### src/design/rsl_pkg.sv
`timescale 1ns / 1ps
package rsl_pkg;
    localparam int COORD_BITS = 12;
    localparam int ERR_BITS   = COORD_BITS + 3;
    localparam int ADJ_BITS   = COORD_BITS + 2;
    localparam int RUN_BITS   = COORD_BITS + 1;

    localparam logic OP_START = 1'b0;
    localparam logic OP_STEP  = 1'b1;

    typedef enum logic [2:0]
    {
        KIND_VERT = 3'd0,
        KIND_HORZ = 3'd1,
        KIND_DIAG = 3'd2,
        KIND_XMAJ = 3'd3,
        KIND_YMAJ = 3'd4
    } kind_t;

    // Request passed from the front part to the back part.
    typedef struct packed
    {
        logic                  is_start;
        logic [COORD_BITS-1:0] x1;
        logic [COORD_BITS-1:0] y1;
        logic [COORD_BITS-1:0] x2;
        logic [COORD_BITS-1:0] y2;
        logic [23:0]           color;
    } req_t;

    typedef struct packed
    {
        logic [COORD_BITS-1:0] x;
        logic [COORD_BITS-1:0] y;
        logic [23:0]           color;
        logic                  last;
    } pix_t;
endpackage

### src/design/rsl_front.sv
`timescale 1ns / 1ps
// Decode incoming requests and queue them in a two-entry FIFO.
module rsl_front
    import rsl_pkg::*;
(
    input  logic        clk,
    input  logic        rst_n,
    input  logic        in_valid,
    output logic        in_ready,
    input  logic        in_user,
    input  logic [71:0] in_data,
    output logic        q_valid,
    input  logic        q_ready,
    output req_t        q_req
);
    req_t       mem_reg [2];
    logic       wp_reg, rp_reg;
    logic [1:0] cnt_reg;
    req_t       dec;
    logic       push, pop;

    always_comb
    begin
        dec.is_start = (in_user == OP_START);
        dec.x1       = in_data[11:0];
        dec.y1       = in_data[23:12];
        dec.x2       = in_data[35:24];
        dec.y2       = in_data[47:36];
        // color as red, green, blue from high to low
        dec.color    = {in_data[55:48], in_data[63:56], in_data[71:64]};
    end

    assign in_ready = (cnt_reg != 2'd2);
    assign q_valid  = (cnt_reg != 2'd0);
    assign q_req    = mem_reg[rp_reg];
    assign push     = in_valid && in_ready;
    assign pop      = q_valid && q_ready;

    always_ff @(posedge clk)
    begin
        if (push)
        begin
            mem_reg[wp_reg] <= dec;
        end
    end

    always_ff @(posedge clk or negedge rst_n)
    begin
        if (!rst_n)
        begin
            wp_reg  <= 1'b0;
            rp_reg  <= 1'b0;
            cnt_reg <= 2'd0;
        end
        else
        begin
            if (push)
            begin
                wp_reg <= ~wp_reg;
            end
            if (pop)
            begin
                rp_reg <= ~rp_reg;
            end
            cnt_reg <= cnt_reg + {1'b0, push} - {1'b0, pop};
        end
    end
endmodule

### src/design/rsl_back.sv
`timescale 1ns / 1ps
// Line setup (with a restoring divider) and per-pixel stepping.
module rsl_back
    import rsl_pkg::*;
(
    input  logic clk,
    input  logic rst_n,
    input  logic q_valid,
    output logic q_ready,
    input  req_t q_req,
    output logic o_valid,
    input  logic o_ready,
    output pix_t o_pix
);
    typedef enum logic [2:0]
    {
        ST_RUN   = 3'b001,
        ST_DIV   = 3'b010,
        ST_FIN   = 3'b100
    } st_t;

    localparam int CB = COORD_BITS;

    st_t                     st_reg, st_next;
    logic                    active_reg;
    kind_t                   kind_reg;
    logic [CB-1:0]           cx_reg, cy_reg;
    logic                    dir_reg;
    logic signed [ERR_BITS-1:0] err_reg;
    logic [ADJ_BITS-1:0]     up_reg, dn_reg;
    logic [CB-1:0]           base_reg, fin_reg;
    logic [RUN_BITS-1:0]     run_reg, runs_reg;
    logic [23:0]             col_reg;
    logic                    ov_reg;
    pix_t                    op_reg;
    // divider
    logic [CB-1:0]           quo_reg, rem_reg, dvs_reg, dvd_reg;
    logic [$clog2(CB+1)-1:0] cnt_reg;

    logic                    take, out_free, last, fire;
    logic [CB-1:0]           x1, y1, x2, y2, dx, dy, mj, mn;
    logic                    swp, neg;
    logic [CB:0]             trial;

    assign out_free = !ov_reg || o_ready;
    assign q_ready  = (st_reg == ST_RUN) && (q_req.is_start || !active_reg || out_free);
    assign take     = q_valid && q_ready;
    assign fire     = take && !q_req.is_start && active_reg;
    assign o_valid  = ov_reg;
    assign o_pix    = op_reg;
    assign last     = (run_reg <= RUN_BITS'(1)) && (runs_reg == '0);

    always_comb
    begin
        swp = q_req.y1 > q_req.y2;
        x1  = swp ? q_req.x2 : q_req.x1;
        y1  = swp ? q_req.y2 : q_req.y1;
        x2  = swp ? q_req.x1 : q_req.x2;
        y2  = swp ? q_req.y1 : q_req.y2;
        neg = x2 < x1;
        dx  = neg ? (x1 - x2) : (x2 - x1);
        dy  = y2 - y1;
        mj  = (dx > dy) ? dx : dy;
        mn  = (dx > dy) ? dy : dx;
        trial = {rem_reg, dvd_reg[CB-1]} - {1'b0, dvs_reg};
        st_next = st_reg;
        case (st_reg)
            ST_RUN:  if (take && q_req.is_start && dx != '0 && dy != '0 && dx != dy)
                         st_next = ST_DIV;
            ST_DIV:  if (cnt_reg == ($clog2(CB+1))'(1)) st_next = ST_FIN;
            ST_FIN:  st_next = ST_RUN;
            default: st_next = ST_RUN;
        endcase
    end

    always_ff @(posedge clk)
    begin
        if (!ov_reg || o_ready)
        begin
            op_reg <= '{x: cx_reg, y: cy_reg, color: col_reg, last: last};
        end
    end

    always_ff @(posedge clk or negedge rst_n)
    begin
        if (!rst_n)
        begin
            st_reg <= ST_RUN; active_reg <= 1'b0; kind_reg <= KIND_VERT;
            cx_reg <= '0; cy_reg <= '0; dir_reg <= 1'b0; err_reg <= '0;
            up_reg <= '0; dn_reg <= '0; base_reg <= '0; fin_reg <= '0;
            run_reg <= '0; runs_reg <= '0; col_reg <= '0; ov_reg <= 1'b0;
            quo_reg <= '0; rem_reg <= '0; dvs_reg <= '0; dvd_reg <= '0;
            cnt_reg <= '0;
        end
        else
        begin
            st_reg <= st_next;
            // load a pixel on a step, hold it while the sink stalls
            ov_reg <= fire || (ov_reg && !o_ready);
            case (st_reg)
                ST_RUN:
                begin
                    if (take && q_req.is_start)
                    begin
                        active_reg <= 1'b1;
                        col_reg <= q_req.color;
                        cx_reg <= x1; cy_reg <= y1; dir_reg <= neg;
                        runs_reg <= '0; err_reg <= '0; up_reg <= '0; dn_reg <= '0;
                        base_reg <= '0; fin_reg <= '0;
                        if (dx == '0)
                        begin
                            kind_reg <= KIND_VERT;
                            run_reg <= {1'b0, dy} + 1'b1;
                        end
                        else if (dy == '0)
                        begin
                            kind_reg <= KIND_HORZ; dir_reg <= 1'b0;
                            cx_reg <= neg ? x2 : x1;
                            run_reg <= {1'b0, dx} + 1'b1;
                        end
                        else if (dx == dy)
                        begin
                            kind_reg <= KIND_DIAG;
                            run_reg <= {1'b0, dx} + 1'b1;
                        end
                        else
                        begin
                            kind_reg <= (dx > dy) ? KIND_XMAJ : KIND_YMAJ;
                            dvd_reg <= mj; dvs_reg <= mn; rem_reg <= '0;
                            quo_reg <= '0; cnt_reg <= ($clog2(CB+1))'(CB);
                            runs_reg <= {1'b0, mn};
                        end
                    end
                    else if (take && active_reg)
                    begin
                        if (last)
                        begin
                            active_reg <= 1'b0;
                        end
                        else
                        begin
                            case (kind_reg)
                                KIND_VERT:
                                begin
                                    cy_reg <= cy_reg + 1'b1; run_reg <= run_reg - 1'b1;
                                end
                                KIND_HORZ:
                                begin
                                    cx_reg <= cx_reg + 1'b1; run_reg <= run_reg - 1'b1;
                                end
                                KIND_DIAG:
                                begin
                                    cx_reg <= dir_reg ? cx_reg - 1'b1 : cx_reg + 1'b1;
                                    cy_reg <= cy_reg + 1'b1; run_reg <= run_reg - 1'b1;
                                end
                                default:
                                begin
                                    // step along the major axis; at run end step both axes, load run
                                    if (run_reg > RUN_BITS'(1))
                                    begin
                                        run_reg <= run_reg - 1'b1;
                                        if (kind_reg == KIND_XMAJ)
                                            cx_reg <= dir_reg ? cx_reg - 1'b1 : cx_reg + 1'b1;
                                        else
                                            cy_reg <= cy_reg + 1'b1;
                                    end
                                    else
                                    begin
                                        cx_reg <= dir_reg ? cx_reg - 1'b1 : cx_reg + 1'b1;
                                        cy_reg <= cy_reg + 1'b1;
                                        if (runs_reg <= RUN_BITS'(1))
                                        begin
                                            runs_reg <= '0;
                                            run_reg <= {1'b0, fin_reg};
                                        end
                                        else
                                        begin
                                            runs_reg <= runs_reg - 1'b1;
                                            if (err_reg + $signed({1'b0, up_reg}) > 0)
                                            begin
                                                run_reg <= {1'b0, base_reg} + 1'b1;
                                                err_reg <= err_reg + $signed({1'b0, up_reg})
                                                    - $signed({1'b0, dn_reg});
                                            end
                                            else
                                            begin
                                                run_reg <= {1'b0, base_reg};
                                                err_reg <= err_reg + $signed({1'b0, up_reg});
                                            end
                                        end
                                    end
                                end
                            endcase
                        end
                    end
                end
                ST_DIV:
                begin
                    // one quotient bit a cycle
                    dvd_reg <= {dvd_reg[CB-2:0], 1'b0};
                    cnt_reg <= cnt_reg - 1'b1;
                    if (!trial[CB])
                    begin
                        rem_reg <= trial[CB-1:0]; quo_reg <= {quo_reg[CB-2:0], 1'b1};
                    end
                    else
                    begin
                        rem_reg <= {rem_reg[CB-2:0], dvd_reg[CB-1]};
                        quo_reg <= {quo_reg[CB-2:0], 1'b0};
                    end
                end
                ST_FIN:
                begin
                    base_reg <= quo_reg;
                    up_reg   <= {1'b0, rem_reg, 1'b0};
                    dn_reg   <= {1'b0, dvs_reg, 1'b0};
                    fin_reg  <= {1'b0, quo_reg[CB-1:1]} + 1'b1;
                    err_reg  <= $signed({3'b0, rem_reg}) - $signed({2'b0, dvs_reg, 1'b0})
                              + (quo_reg[0] ? $signed({3'b0, dvs_reg}) : '0);
                    run_reg  <= {2'b0, quo_reg[CB-1:1]} + 1'b1
                              - ((rem_reg == '0 && !quo_reg[0]) ? 1'b1 : 1'b0);
                end
                default: ;
            endcase
        end
    end
endmodule

### src/design/run_slice_line_rasterizer_top.sv
`timescale 1ns / 1ps
// Run-slice Bresenham line rasterizer. A start request (op = 0 on tuser) loads
// two endpoints and a color and gives no pixel; each step request (op = 1)
// gives one pixel, tlast marking the line's end. A step with no line drawing
// gives nothing. Steps flow at one per cycle while the output is not stalled
// and no divide runs. A start of a vertical, horizontal or diagonal line is
// set up directly; a general line then passes ST_DIV, where the
// one-bit-per-cycle divider forms the whole step, and ST_FIN, which finishes
// the run terms. A two-entry request queue sits in front.
module run_slice_line_rasterizer_top
    import rsl_pkg::*;
(
    input  logic        clk,
    input  logic        rst_n,
    input  logic        s_axis_tvalid,
    output logic        s_axis_tready,
    // op
    input  logic        s_axis_tuser,
    // x_start, y_start, x_end, y_end, red_in, green_in, blue_in
    input  logic [71:0] s_axis_tdata,
    output logic        m_axis_tvalid,
    input  logic        m_axis_tready,
    // pixel_x, pixel_y, red_out, green_out, blue_out
    output logic [47:0] m_axis_tdata,
    output logic        m_axis_tlast
);
    logic q_valid, q_ready;
    req_t q_req;
    pix_t pix;

    rsl_front u_front
    (
        .clk(clk), .rst_n(rst_n),
        .in_valid(s_axis_tvalid), .in_ready(s_axis_tready),
        .in_user(s_axis_tuser), .in_data(s_axis_tdata),
        .q_valid(q_valid), .q_ready(q_ready), .q_req(q_req)
    );

    rsl_back u_back
    (
        .clk(clk), .rst_n(rst_n),
        .q_valid(q_valid), .q_ready(q_ready), .q_req(q_req),
        .o_valid(m_axis_tvalid), .o_ready(m_axis_tready), .o_pix(pix)
    );

    assign m_axis_tdata = {pix.color[7:0], pix.color[15:8], pix.color[23:16], pix.y, pix.x};
    assign m_axis_tlast = pix.last;
endmodule

### config.mk
export PLATFORM = sky130hd
export DESIGN_NAME = run_slice_line_rasterizer_top
export DESIGN_NICKNAME = d
export VERILOG_FILES = /design/src/design/rsl_pkg.sv /design/src/design/rsl_front.sv /design/src/design/rsl_back.sv /design/src/design/run_slice_line_rasterizer_top.sv
export SDC_FILE = /design/constraint.sdc
export NUM_CORES = 1
export LEC_CHECK = 0
export CAP_MARGIN = 25
export CORE_MARGIN = 4
export CORE_UTILIZATION = 60
export CTS_BUF_LIST = sky130_fd_sc_hd__clkbuf_16
export CTS_CLUSTER_SIZE = 16
export DETAILED_ROUTE_END_ITERATION = 10
export DONT_BUFFER_PORTS = 1
export PLACE_DENSITY = 0.83
export SYNTH_ARGS = -nofsm -noshare
export SYNTH_HDL_FRONTEND = slang
export SYNTH_SLANG_ARGS = --single-unit
### constraint.sdc
create_clock -name clk -period 14.6 [get_ports clk]
set_input_delay 1.46 -clock clk [delete_from_list [all_inputs] [get_ports clk]]
set_output_delay 1.46 -clock clk [all_outputs]
set_load 0.005 [all_outputs]
==> PnR_summary.wiki <==
{| class="wikitable"
! Metric !! Value
|-
| Final Core Density || 65.6%
|-
| Library cells used by synthesis || 99
|-
| Total iterations of the first detailed-routing run || 6
|-
| Final setup violation count || 0
|-
| Hold Buf Count CTS || 0
|-
| Postcts setup bufs || 0
|-
| Count of final max-slew check failures || 0
|-
| Area enclosed by the die boundary || 0.0430 mm^2
|-
| Post-route clock skew || 33.8 ps
|-
| Status || completed
|-
| Type of the tightest min-delay check || register to register
|-
| Portion of the post-synthesis area used by sequential elements || 45.8%
|-
| Post-Synthesis Cells || 2388
|-
| Maximum fanout along the worst path || 49
|-
| Final hold vios || 0
|-
| Inserted Clock Buffers || 43
|-
| Slowest CP cell || sky130_fd_sc_hd__dfrtp_4
|-
| Area share of the largest cell type after synthesis || 24.6%
|-
| Relative slew slack || 36.7%
|-
| RD Place Congestion || 0.994
|-
| Post-synthesis cell type with the largest combined area || sky130_fd_sc_hd__edfxtp_1
|-
| WL final || 62500 um
|-
| Tightest Pin Transition || 950 ps
|-
| Post-cts gate resize count || 0
|-
| N_diodes || 0
|-
| CTS tree || done
|-
| Syn Std Cell Area || 0.0238 mm^2
|-
| Deepest clock path buffer count || 3
|-
| Clock tree root buffer cell || sky130_fd_sc_hd__clkbuf_16
|-
| Number of global-route vias before repair || 18379
|-
| Synthesized area per cell || 9.98 um^2
|-
| Number of max-cap violations || 0
|-
| Vias after detailed routing || 18772
|-
| Effective utilization at floorplan || 61.1%
|-
| Startpoint of the worst-slack reg-to-reg timing path || u_front.rp_reg
|-
| Cell family with the largest share of critical-path delay || compound AO/OA/AOI/OAI gates
|-
| Worst Hold Path Cells || 0
|-
| Combined global-route utilization of all metal layers || 28.3%
|-
| Critical Path End Type || register
|-
| Layout Area Growth over Synthesis || 7.34%
|-
| Worst-skew pair later-pin latency || 590 ps
|-
| Remaining Overflow, GRT || 0
|-
| Crit-path max cell delay || 810 ps
|-
| Detail-routed via count per cell || 6.49
|-
| Top cells by count, synth || 275 x sky130_fd_sc_hd__nand2_1, 221 x sky130_fd_sc_hd__o21ai_0, 201 x sky130_fd_sc_hd__dfrtp_1
|-
| Floorplan row count || 72
|-
| Setup repair after global routing missed its margin || no
|-
| Post-route setup TNS || 0 ps
|-
| Type of the setup path with the least slack || register to register
|-
| Startpoint of the most critical setup path || u_front.rp_reg
|-
| Cell count along the critical path || 26
|-
| DRC violation total after the first TritonRoute iteration || 1833
|-
| Setup slack after placement || 5370 ps
|-
| Setup ws final || 5170 ps
|-
| Synthesized net count || 2594
|-
| Antenna Violating Nets Remaining || 0
|-
| Startpoint type of the worst setup path || register
|-
| Origin of the worst min-delay path || u_back.col_reg[7]
|-
| HPWL Detailed || 43700 um
|-
| Required time of the critical path || 15080 ps
|-
| Critical path buffer and inverter count || 3
|-
| Max FFs per register || 146
|-
| Timing-limited maximum frequency || 106 MHz
|-
| Ratio of cells with drive above 1 in the final layout || 7.59%
|-
| Clock sink count || 397
|-
| Vert. Die Dim || 207 um
|-
| Width of the chip || 207 um
|-
| Most instantiated library cell after synthesis || sky130_fd_sc_hd__nand2_1
|-
| Global-route wire length before repair || 99600 um
|-
| DR WL/cell || 21.6 um
|-
| Top area cells in the synthesized netlist || sky130_fd_sc_hd__edfxtp_1 25%, sky130_fd_sc_hd__dfrtp_1 21%, sky130_fd_sc_hd__ha_1 6.4%
|-
| Arrival time at the worst endpoint || 9910 ps
|-
| Number of antenna violations at the first check in global routing || 0
|-
| Depth of the most critical reg-to-reg path || 26
|-
| Top-level port count || 128
|-
| Core ar. || 0.0390 mm^2
|-
| Placed Instance Area || 0.0242 mm^2
|-
| Nets@finish || 2545
|-
| Most used DFF post-synth || sky130_fd_sc_hd__dfrtp_1
|-
| I/O Buffers || 0
|-
| Remaining DRCs || 0
|-
| Final standard cell area without fillers || 0.0256 mm^2
|-
| Proportion of register bits with asynchronous set or reset after synthesis || 50.9%
|-
| Number of H-tree levels || 2
|-
| Pin count of the biggest net entering global routing || 203
|-
| Count of yosys warnings during synthesis || 0
|-
| EDFF count, synth || 195
|-
| FF+latch count, synth || 397
|-
| Clk slew on worst S/H paths || 60 ps
|-
| Ratio of final minimum period to clock period || 64.6%
|-
| Dominant cell type by count on the critical path || sky130_fd_sc_hd__ha_1
|-
| Final min period || 9430 ps
|}
## worst reg2reg max path: cells and delay by family, from the launching register on
family | cells | cell delay, ps
mux | 3 | 950
flops | 1 | 810
xor+xnor | 1 | 550
simple gates | 4 | 840
fa+ha+maj | 3 | 1240
buf+inv | 3 | 940
compound gates | 12 | 3990
## final timing paths
kind / to / slack [ps]
worst max-delay path: u_back.run_reg[5] / 5170
worst max register to register: u_back.run_reg[5] / 5170
min in group asynchronous: u_back.err_reg[14] / 570
max in group asynchronous: u_front.rp_reg / 13570
worst min-delay path: u_back.o_pix[8] / 450
worst min register to register: u_back.o_pix[8] / 450
## metal layers
layer	wire [um]	part of all wire [%]	vias to the layer above	track usage (%)
met2	29900	48	809	46.5
met3	5030	8.0	150	5.77
met1	26000	42	9180	38.6
li1	-	-	8633	-
met5	0	0	-	0
met4	1610	2.6	0	8.05
## placed cells by master, fill, tap and decap left out, types with 13 or more instances in the layout
cell type                   count
sky130_fd_sc_hd__o211ai_1      24
sky130_fd_sc_hd__nor2b_1       18
sky130_fd_sc_hd__a21o_1        31
sky130_fd_sc_hd__nor3_1        34
sky130_fd_sc_hd__o21a_1        14
sky130_fd_sc_hd__o21ai_0      221
sky130_fd_sc_hd__o22ai_1       13
sky130_fd_sc_hd__dfrtp_1      200
sky130_fd_sc_hd__o21ai_1       24
sky130_fd_sc_hd__nor3b_1       13
sky130_fd_sc_hd__nand3_1       91
sky130_fd_sc_hd__a211oi_1      21
sky130_fd_sc_hd__xnor2_1       59
sky130_fd_sc_hd__clkbuf_16     43
sky130_fd_sc_hd__buf_4         23
sky130_fd_sc_hd__a21boi_0      14
sky130_fd_sc_hd__mux2i_1       84
sky130_fd_sc_hd__nand4_1       18
sky130_fd_sc_hd__ha_1         122
sky130_fd_sc_hd__inv_1        132
sky130_fd_sc_hd__xor2_1        47
sky130_fd_sc_hd__a31oi_1       16
sky130_fd_sc_hd__nor2_1       136
sky130_fd_sc_hd__o221ai_1      14
sky130_fd_sc_hd__edfxtp_1     195
sky130_fd_sc_hd__nand2_1      274
sky130_fd_sc_hd__mux2_2        18
sky130_fd_sc_hd__mux4_2        24
sky130_fd_sc_hd__and2_1        31
sky130_fd_sc_hd__nand2b_1      19
sky130_fd_sc_hd__a21oi_1      130
sky130_fd_sc_hd__and3_1        39
## stage by stage
step	hold slack (ps)	cells
floorplan	425	2388
global placement	430	2812
detailed placement	433	2812
CTS	448	2891
global route	473	2891
finish	448	2891
## logic make-up after synthesis
kind of cell               count (synthesis)  synth area share [%]
xor gates and xnor gates                 108                  4.03
buffers and inverters                    239                  4.11
AOI/OAI and AO/OA                        642                  17.1
muxes                                    127                  6.71
and+or+nand+nor                          746                  15.3
DFF                                      397                  45.8
adders and majority gates                129                  6.99
## layout make-up
cell class / count / area, um^2
inverters: 122 / 458
fillers: 2877 / 13400
clock buffers: 43 / 1080
flip-flops and latches: 397 / 10900
repair buffers: 23 / 173
well taps: 518 / 648
multi-input cells: 1752 / 12000
clock inverters: 36 / 308
Power is not shown: default switching activity piles up to over one toggle a cycle in this logic, so the estimate is an artifact.
